### src/sv/dks_pkg.sv
// Shared types and constants for the debounced key step adjuster.
// No dependencies; imported by every module of the block.
`timescale 1ns / 1ps
`default_nettype none

package dks_pkg;

  localparam int unsigned NUM_KEYS  = 2;
  localparam int unsigned KEY_W     = $clog2(NUM_KEYS);
  localparam int unsigned CNT_W     = 11;
  localparam int unsigned STEP_W    = 11;
  localparam int unsigned DUTY_W    = 4;
  localparam int unsigned PER_W     = 16;
  localparam int unsigned ON1_W     = 15;
  localparam int unsigned ON2_W     = 12;
  localparam int unsigned CFG_IDX_W = 2;
  localparam int unsigned CFG_DAT_W = 16;
  localparam int unsigned OUT_DAT_W = 56;
  localparam int unsigned IN_DAT_W  = 8;

  localparam logic [CNT_W-1:0]  COUNT_MAX    = 11'd1900;
  localparam logic [CNT_W-1:0]  COUNT_MIN    = 11'd100;
  localparam logic [CNT_W-1:0]  COUNT_RESET  = 11'd1000;
  localparam logic [STEP_W-1:0] STEP_RESET   = 11'd100;
  localparam logic [DUTY_W-1:0] DUTY_RESET   = 4'd1;
  localparam logic [PER_W-1:0]  PERIOD_RESET = 16'd2000;

  // Debounce states of one key
  typedef enum logic [1:0] {
    DKS_UP      = 2'd0,
    DKS_FALLING = 2'd1,
    DKS_DOWN    = 2'd2,
    DKS_RISING  = 2'd3
  } dks_state_t;

  // Configuration register indexes
  typedef enum logic [CFG_IDX_W-1:0] {
    CFG_STEP_SIZE     = 2'd0,
    CFG_DUTY_FACTOR   = 2'd1,
    CFG_SECOND_PERIOD = 2'd2,
    CFG_UNUSED        = 2'd3
  } dks_cfg_idx_t;

  // Key that adds the step; the other key subtracts it
  localparam logic [KEY_W-1:0] KEY_INC = 1'b0;

  // Events confirmed by one sample
  typedef struct packed {
    logic pressed;
    logic released;
  } dks_evt_t;

endpackage : dks_pkg

`default_nettype wire

### src/sv/debounced_key_step_adjust_core.sv
// Top level of the debounced key step adjuster: input stage, per-key debounce
// state, shared saturating count, result register and configuration registers.
// Depends on dks_pkg, dks_key_fsm and dks_count_sat.
`timescale 1ns / 1ps
`default_nettype none

// Path: the accepting edge loads the input register; the debounce update and count
// adjust sit between it and the result register, which loads from the input
// register when the result register is empty or being drained.
// Throughput: one item per cycle, sustained, while the result side takes items.
// Reset (rst_n low, synchronous): both keys return to up, count to 1000,
// step 100, duty factor 1, second period 2000; both stages empty.
module debounced_key_step_adjust_core (
  input  wire                             clk,
  input  wire                             rst_n,
  // sample channel
  input  wire                             in_tvalid,
  output logic                            in_tready,
  input  wire  [dks_pkg::IN_DAT_W-1:0]    in_tdata,  // [0] key_level, rest zero
  input  wire  [dks_pkg::KEY_W-1:0]       in_tuser,  // [0] key_select
  // result channel
  output logic                            out_tvalid,
  input  wire                             out_tready,
  // [0] pressed_event, [1] released_event, [12:2] count_value,
  // [27:13] first_on_time, [43:28] second_period_out, [55:44] second_on_time
  output logic [dks_pkg::OUT_DAT_W-1:0]   out_tdata,
  // configuration write channel
  input  wire                             cfg_valid,
  output logic                            cfg_ready,
  input  wire  [dks_pkg::CFG_IDX_W-1:0]   cfg_index,
  input  wire  [dks_pkg::CFG_DAT_W-1:0]   cfg_data
);
  import dks_pkg::*;

  // ---------------------------------------------------------------------------
  // Configuration registers. Always ready; unknown indexes are dropped.
  // ---------------------------------------------------------------------------
  logic [STEP_W-1:0] step_r;
  logic [DUTY_W-1:0] duty_r;
  logic [PER_W-1:0]  period_r;
  dks_cfg_idx_t      cfg_idx;

  assign cfg_ready = 1'b1;
  assign cfg_idx   = dks_cfg_idx_t'(cfg_index);

  always_ff @(posedge clk) begin
    if (!rst_n) begin
      step_r   <= STEP_RESET;
      duty_r   <= DUTY_RESET;
      period_r <= PERIOD_RESET;
    end else if (cfg_valid && cfg_ready) begin
      case (cfg_idx)
        CFG_STEP_SIZE:     step_r   <= cfg_data[STEP_W-1:0];
        CFG_DUTY_FACTOR:   duty_r   <= cfg_data[DUTY_W-1:0];
        CFG_SECOND_PERIOD: period_r <= cfg_data[PER_W-1:0];
        default: ;
      endcase
    end
  end

  // ---------------------------------------------------------------------------
  // Handshake. The work stage advances when the result register is empty or
  // is being drained; the input register refills whenever it advances or is
  // empty, so a waiting result does not block the next sample.
  // ---------------------------------------------------------------------------
  logic             s1_vld_r;
  logic [KEY_W-1:0] s1_key_r;
  logic             s1_lvl_r;
  logic             adv;
  logic             out_vld_r;

  assign adv       = !out_vld_r || out_tready;
  assign in_tready = adv || !s1_vld_r;

  always_ff @(posedge clk) begin
    if (!rst_n) begin
      s1_vld_r <= 1'b0;
    end else if (in_tready) begin
      s1_vld_r <= in_tvalid;
    end
  end

  // payload: hold while stalled
  always_ff @(posedge clk) begin
    if (in_tready && in_tvalid) begin
      s1_key_r <= in_tuser;
      s1_lvl_r <= in_tdata[0];
    end
  end

  // ---------------------------------------------------------------------------
  // Debounce state per key and the shared count.
  // ---------------------------------------------------------------------------
  dks_state_t       key_st_r [NUM_KEYS];
  dks_state_t       st_cur;
  dks_state_t       st_nxt;
  dks_evt_t         evt;
  logic [CNT_W-1:0] cnt_r;
  logic [CNT_W-1:0] cnt_nxt;
  logic             fire;

  assign fire   = s1_vld_r && adv;
  assign st_cur = key_st_r[s1_key_r];

  dks_key_fsm u_key_fsm (
    .st     (st_cur),
    .level  (s1_lvl_r),
    .st_nxt (st_nxt),
    .evt    (evt)
  );

  dks_count_sat u_count_sat (
    .cnt     (cnt_r),
    .step    (step_r),
    .en      (evt.released),
    .dec     (s1_key_r != KEY_INC),
    .cnt_nxt (cnt_nxt)
  );

  always_ff @(posedge clk) begin
    if (!rst_n) begin
      for (int k = 0; k < NUM_KEYS; k++) key_st_r[k] <= DKS_UP;
      cnt_r <= COUNT_RESET;
    end else if (fire) begin
      key_st_r[s1_key_r] <= st_nxt;
      cnt_r              <= cnt_nxt;
    end
  end

  // ---------------------------------------------------------------------------
  // Result register. LED timing fields are formed from the held count and the
  // configuration; the user must change it only while the block is idle, which
  // the block itself does not enforce.
  dks_evt_t         out_evt_r;
  logic [CNT_W-1:0] out_cnt_r;
  logic [ON1_W-1:0] on1;
  logic [ON2_W-1:0] on2;

  always_ff @(posedge clk) begin
    if (!rst_n) begin
      out_vld_r <= 1'b0;
    end else if (adv) begin
      out_vld_r <= s1_vld_r;
    end
  end

  always_ff @(posedge clk) begin
    if (fire) begin
      out_evt_r <= evt;
      out_cnt_r <= cnt_nxt;
    end
  end

  assign on1 = {{(ON1_W-CNT_W){1'b0}}, out_cnt_r} * {{(ON1_W-DUTY_W){1'b0}}, duty_r};
  assign on2 = {out_cnt_r, 1'b0};

  assign out_tvalid = out_vld_r;
  assign out_tdata  = {on2, period_r, on1, out_cnt_r, out_evt_r.released, out_evt_r.pressed};

  // ---------------------------------------------------------------------------
  // Assertions
  // ---------------------------------------------------------------------------
  a_cnt_range: assert property (@(posedge clk) disable iff (!rst_n)
    (cnt_r >= COUNT_MIN) && (cnt_r <= COUNT_MAX))
    else $error("shared count left its saturation range");

  a_out_cnt_tracks: assert property (@(posedge clk) disable iff (!rst_n)
    out_vld_r |-> (out_cnt_r == cnt_r))
    else $error("held result count differs from the shared count");

  a_evt_excl: assert property (@(posedge clk) disable iff (!rst_n)
    out_vld_r |-> !(out_evt_r.pressed && out_evt_r.released))
    else $error("press and release confirmed by one sample");

  a_other_key_hold: assert property (@(posedge clk) disable iff (!rst_n)
    (fire && (s1_key_r == KEY_INC)) |=> $stable(key_st_r[1]))
    else $error("sample of one key changed the other key's state");

  a_cnt_no_release: assert property (@(posedge clk) disable iff (!rst_n)
    (fire && !evt.released) |=> $stable(cnt_r))
    else $error("count moved without a confirmed release");

endmodule : debounced_key_step_adjust_core

`default_nettype wire

### src/sv/dks_key_fsm.sv
// Next-state logic of the four-state debounce machine for one key.
// Depends on dks_pkg for the state type and the event struct.
`timescale 1ns / 1ps
`default_nettype none

module dks_key_fsm (
  input  dks_pkg::dks_state_t st,
  input  logic                level,   // 1 released, 0 pressed
  output dks_pkg::dks_state_t st_nxt,
  output dks_pkg::dks_evt_t   evt
);
  import dks_pkg::*;

  always_comb begin
    st_nxt       = st;
    evt.pressed  = 1'b0;
    evt.released = 1'b0;
    case (st)
      DKS_UP: begin
        if (!level) st_nxt = DKS_FALLING;
      end
      DKS_FALLING: begin
        if (!level) begin
          st_nxt      = DKS_DOWN;
          evt.pressed = 1'b1;
        end else begin
          st_nxt = DKS_UP;
        end
      end
      DKS_DOWN: begin
        if (level) st_nxt = DKS_RISING;
      end
      DKS_RISING: begin
        if (level) begin
          st_nxt       = DKS_UP;
          evt.released = 1'b1;
        end else begin
          st_nxt = DKS_DOWN;
        end
      end
      default: begin
        st_nxt = DKS_UP;
      end
    endcase
  end

endmodule : dks_key_fsm

`default_nettype wire

### src/sv/dks_count_sat.sv
// Saturating up/down step adjust of the shared count (100..1900).
// Depends on dks_pkg for widths and limits.
`timescale 1ns / 1ps
`default_nettype none

module dks_count_sat (
  input  logic [dks_pkg::CNT_W-1:0]  cnt,
  input  logic [dks_pkg::STEP_W-1:0] step,
  input  logic                       en,
  input  logic                       dec,
  output logic [dks_pkg::CNT_W-1:0]  cnt_nxt
);
  import dks_pkg::*;

  logic [CNT_W:0] sum;
  logic [CNT_W:0] diff;

  assign sum  = {1'b0, cnt} + {1'b0, step};
  assign diff = {1'b0, cnt} - {1'b0, step};

  always_comb begin
    cnt_nxt = cnt;
    if (en) begin
      if (!dec) begin
        // clamp at the upper limit
        if (sum > {1'b0, COUNT_MAX}) cnt_nxt = COUNT_MAX;
        else                         cnt_nxt = sum[CNT_W-1:0];
      end else begin
        // borrow, zero or below the lower limit all pin to the minimum
        if (diff[CNT_W] || (diff == '0) || (diff[CNT_W-1:0] < COUNT_MIN))
          cnt_nxt = COUNT_MIN;
        else
          cnt_nxt = diff[CNT_W-1:0];
      end
    end
  end

endmodule : dks_count_sat

`default_nettype wire

### config.mk
export PLATFORM = sky130hd
export DESIGN_NAME = debounced_key_step_adjust_core
export DESIGN_NICKNAME = d
export VERILOG_FILES = /design/src/sv/dks_pkg.sv /design/src/sv/debounced_key_step_adjust_core.sv /design/src/sv/dks_key_fsm.sv /design/src/sv/dks_count_sat.sv
export SDC_FILE = /design/constraint.sdc
export NUM_CORES = 1
export LEC_CHECK = 0
export BUFFER_PORTS_ARGS = -buffer_cell sky130_fd_sc_hd__buf_2
export CAP_MARGIN = 20
export CORE_MARGIN = 4
export CORE_UTILIZATION = 58
export CTS_CLUSTER_DIAMETER = 150
export DETAILED_ROUTE_END_ITERATION = 8
export GPL_TIMING_DRIVEN = 0
export PLACE_DENSITY = 0.82
export SETUP_SLACK_MARGIN = 0.2
export SLEW_MARGIN = 10
export SYNTH_ARGS = -nofsm -noshare
export SYNTH_HDL_FRONTEND = slang
export SYNTH_HIERARCHICAL = 1
export SYNTH_SLANG_ARGS = --single-unit
### constraint.sdc
create_clock -name clk -period 3.7 [get_ports clk]
set_input_delay 0.185 -clock clk [delete_from_list [all_inputs] [get_ports clk]]
set_output_delay 0.185 -clock clk [all_outputs]
set_load 0.02 [all_outputs]
==> metrics.md <==
| Metric | Value |
|---|---|
| Final Instance Area | `about 6600 µm²` |
| Simple-gate portion of the synthesized area | `23.8%` |
| Period Utilization, post-route | `109%` |
| Antenna-violating nets left | `0` |
| Post-synth ARST share | `0%` |
| Mux cell area share after synthesis | `1.58%` |
| Initial core utilization | `60.2%` |
| IO Count | `91` |
| CP max FO | `5` |
| IR drop worst, VDD | `approximately 370 µV` |
| Commonest non-fill, non-tap cell in the layout | `nand2_1` |
| Post-Syn Instances | `~650` |
| Port bufs | `80` |
| Net count, final | `a little under 900` |
| Clock Skews | `about 0.015 ns` |
| Worst hold path type | `input port to flip-flop` |
| Main combinational cell family by area after synthesis | `simple AND/OR/NAND/NOR gates` |
| Post-synthesis sequential area ratio | `about 28%` |
| Cell breakdown of the critical path | `and2_4 > fa_1 > inv_2 > fa_1 > inv_2 > ha_4 > o21a_1 > o31ai_4 > a211oi_2 > mux2i_1 > or4_4 > buf_6` |
| Core box area | `between 8000 and 9000 µm²` |
| Area contributors post-synth | `dfxtp_1 17%, edfxtp_1 11%, ha_1 9.7%` |
| DR DRC count | `0` |
| Die height | `about 100 µm` |
| Gr usage total | `between 20% and 30%` |
| Run status | `finished with violations` |
| Die area | `~11000 µm²` |
| Failing checks | `negative setup slack` |
| CTS sink count | `64` |
| Inst Count DP | `837` |
| Post-synth EDFFs | `19` |
| Largest delay contributor family on the critical path | `adder cells` |
| RSZ-0062 raised after global routing | `yes` |
| Placed Area | `5860 µm²` |
| Power per cell area | `~330 nW/µm²` |
| DRT Wirelength | `~16000 µm` |
| Max Buffers Root-to-Sink | `2` |
| Yosys top cell area share | `between 15 and 20%` |
| 1st-pass router iterations | `6` |
| Hpwl dp | `between 10000 and 15000 µm` |
| Synthesis-stage register bit count | `between 60 and 70` |
| Max Clock Freq | `approximately 0.25 GHz` |
| First-pass GRT wire length | `between 20000 and 25000 µm` |
| Xor and xnor area share after synthesis | `~2.5%` |
| Largest net degree at the start of global routing | `23` |
| Crit Path Class | `flip-flop to output pin` |
| WP data arrival | `approximately 3.9 ns` |
| Yosys Warn Count | `6` |
| GRT Residual Overflow | `0` |
| Hold path start | `in_tdata[0]` |
| Total number of vias | `5253` |
| Non-Filler Instances | `a little under 900` |
| CTS buffer count | `9` |
| Required time worst endpoint | `approximately 3.5 ns` |
| Mapped Avg Cell Area | `~8 µm²` |
| Initial detailed-routing violation count | `446` |
| Initial antenna violation count | `0` |
| Most frequent cells in the layout | `99 x nand2_1, 75 x buf_2, 54 x inv_1` |
| Cell Area, Synth | `5300 µm²` |
| Gp weighted congestion | `between 0.8 and 0.9` |
| Most used DFF post-synth | `dfxtp_1` |
| Synth unique cells | `65` |
| Final Hold Violating Endpoints | `0` |
| Max-cap violations | `0` |
| Clk slew on worst S/H paths | `about 0.090 ns` |
| Slowest-stage cell, CP | `fa_1` |
| Syn-to-layout area delta | `25.0%` |
| CTS tree | `done` |
| Worst Setup SP | `out_cnt_r[4]$_DFFE_PP_` |
| Setup Viol. Count Final | `7` |
| Ratio of cells with drive above 1 in the final layout | `between 20% and 30%` |
| CP Capture Type | `output pin` |
| Buf/Inv on CP | `3` |
| Post-Synth Adder-Cell Area | `between 10% and 20%` |
| FP Rows | `34` |
| H-tree lvl count | `3` |
| Worst-Skew Late Latency | `roughly 0.34 ns` |
| P_leak | `approximately 0.003 µW` |
| Max_slew headroom | `between 60% and 70%` |
| Crit-path max cell delay | `about 0.55 ns` |
| Pre-CTS WS | `-0.185 ns` |
| Routed vias/inst | `about 6` |
| Complex-gate fraction of the synthesized area | `between 10% and 20%` |
| Final worst slack | `-0.351 ns` |
| N_diodes | `0` |
| Tightest Pin Transition | `0.558 ns` |
| Wirelength per Cell | `around 18 µm` |
| Final critical-path required period | `4.05 ns` |
| CTS root buf | `clkbuf_8` |
| Reg2reg start | `step_r[0]$_SDFFE_PN0P_` |
| Fin. max-slew vios | `0` |
| Vias in the first global route | `around 5200` |
| Crit start category | `flip-flop` |
| Mapped Nets | `about 740` |
| Leading area contributor after synthesis | `dfxtp_1` |
| Die Width | `between 100 and 150 µm` |
## synthesized netlist by cell type (all sizes together), types with 5 or more instances
| cell | instances |
|---|---|
| nand2 | 99 |
| o211ai | 7 |
| a21o | 6 |
| o21a | 10 |
| or3 | 5 |
| o21ai | 20 |
| buf | 21 |
| fa | 20 |
| edfxtp | 19 |
| a211oi | 12 |
| a21boi | 25 |
| nor3 | 16 |
| clkbuf | 19 |
| a21oi | 23 |
| inv | 62 |
| ha | 41 |
| nand2b | 8 |
| and2 | 37 |
| dfxtp | 45 |
| mux2i | 5 |
| nor2 | 38 |
| nor2b | 11 |
| xnor2 | 13 |
| nand3 | 21 |
## cells by family (layout without fill, tap and decap cells)
logic type | count (synthesis) | count (layout)
DFF | 64 | 64
buffers and inverters | 102 | 236
and+or+nand+nor | 257 | 257
other | 2 | 2
AOI/OAI and AO/OA | 140 | 140
adders and majority gates | 61 | 61
xor gates and xnor gates | 15 | 15
muxes | 8 | 8
## worst paths after layout
| path | endpoint | slack [ns] | cells after the start |
|---|---|---|---|
| worst min register to register | period_r[10]$_SDFFE_PN1P_ | 0.48 | 2 |
| worst min-delay path | s1_lvl_r$_DFFE_PP_ | 0.02 | 1 |
| worst max-delay path | out_tdata[27] | -0.35 | 12 |
| worst max register to register | cnt_r[3]$_SDFFE_PN1P_ | 0.25 | 13 |
## per-layer routing
| metal | track usage [%] | wire [µm] | share of wire (%) |
|---|---|---|---|
| met1 | 34.1 | 6480 | 41 |
| met2 | 49.1 | 7830 | 50 |
| met3 | 4.60 | 1050 | 6.7 |
| met4 | 6.46 | 349 | 2.2 |
| met5 | 0 | 0 | 0 |
## cell type report
type	count	area [µm²]
tap	108	135
multi-input combinational	483	3550
timing repair buffer	118	748
fill	623	2180
sequential	64	1480
buffer	40	259
clock buffer	9	124
clock inverter	7	101
inverter	62	233
## where the power goes
group	leakage (µW)	switching, µW	internal, µW
Sequential	0.000549	29.8	754
Clock	0.000107	309	387
Combinational	0.00233	397	284
Total	0.00299	736	1420
## flip-flops by register name, summed over array words and instances (netlist names), named ones only
| name | cells |
|---|---|
| period_r | 16 |
| out_tdata | 2 |
| out_tvalid | 1 |
| duty_r | 4 |
| out_cnt_r | 11 |
| cnt_r | 11 |
| s1_vld_r | 1 |
| step_r | 11 |
| s1_key_r | 1 |
| s1_lvl_r | 1 |
| key_st_r | 4 |
## metrics by stage
step,utilization [%],power [µW],hold slack (ns),TNS [ns]
after floorplan,-,1210,0.284,0
after global placement,66.5,1350,0.364,-0.126
after detailed placement,66.5,1360,0.364,-0.185
after CTS,73.2,2100,0.00667,-0.379
after global routing,75.2,2260,0.000103,-1.77
final,75.2,2160,0.0155,-1.02
## timing repair
item	CTS	global route
setup endpoints to repair	10	10
buffers inserted	27	8
cloned	2	0
gates resized for setup	47	31
pin swaps	34	22
hold buffers	0	0
(Power assumes the default switching activity.)
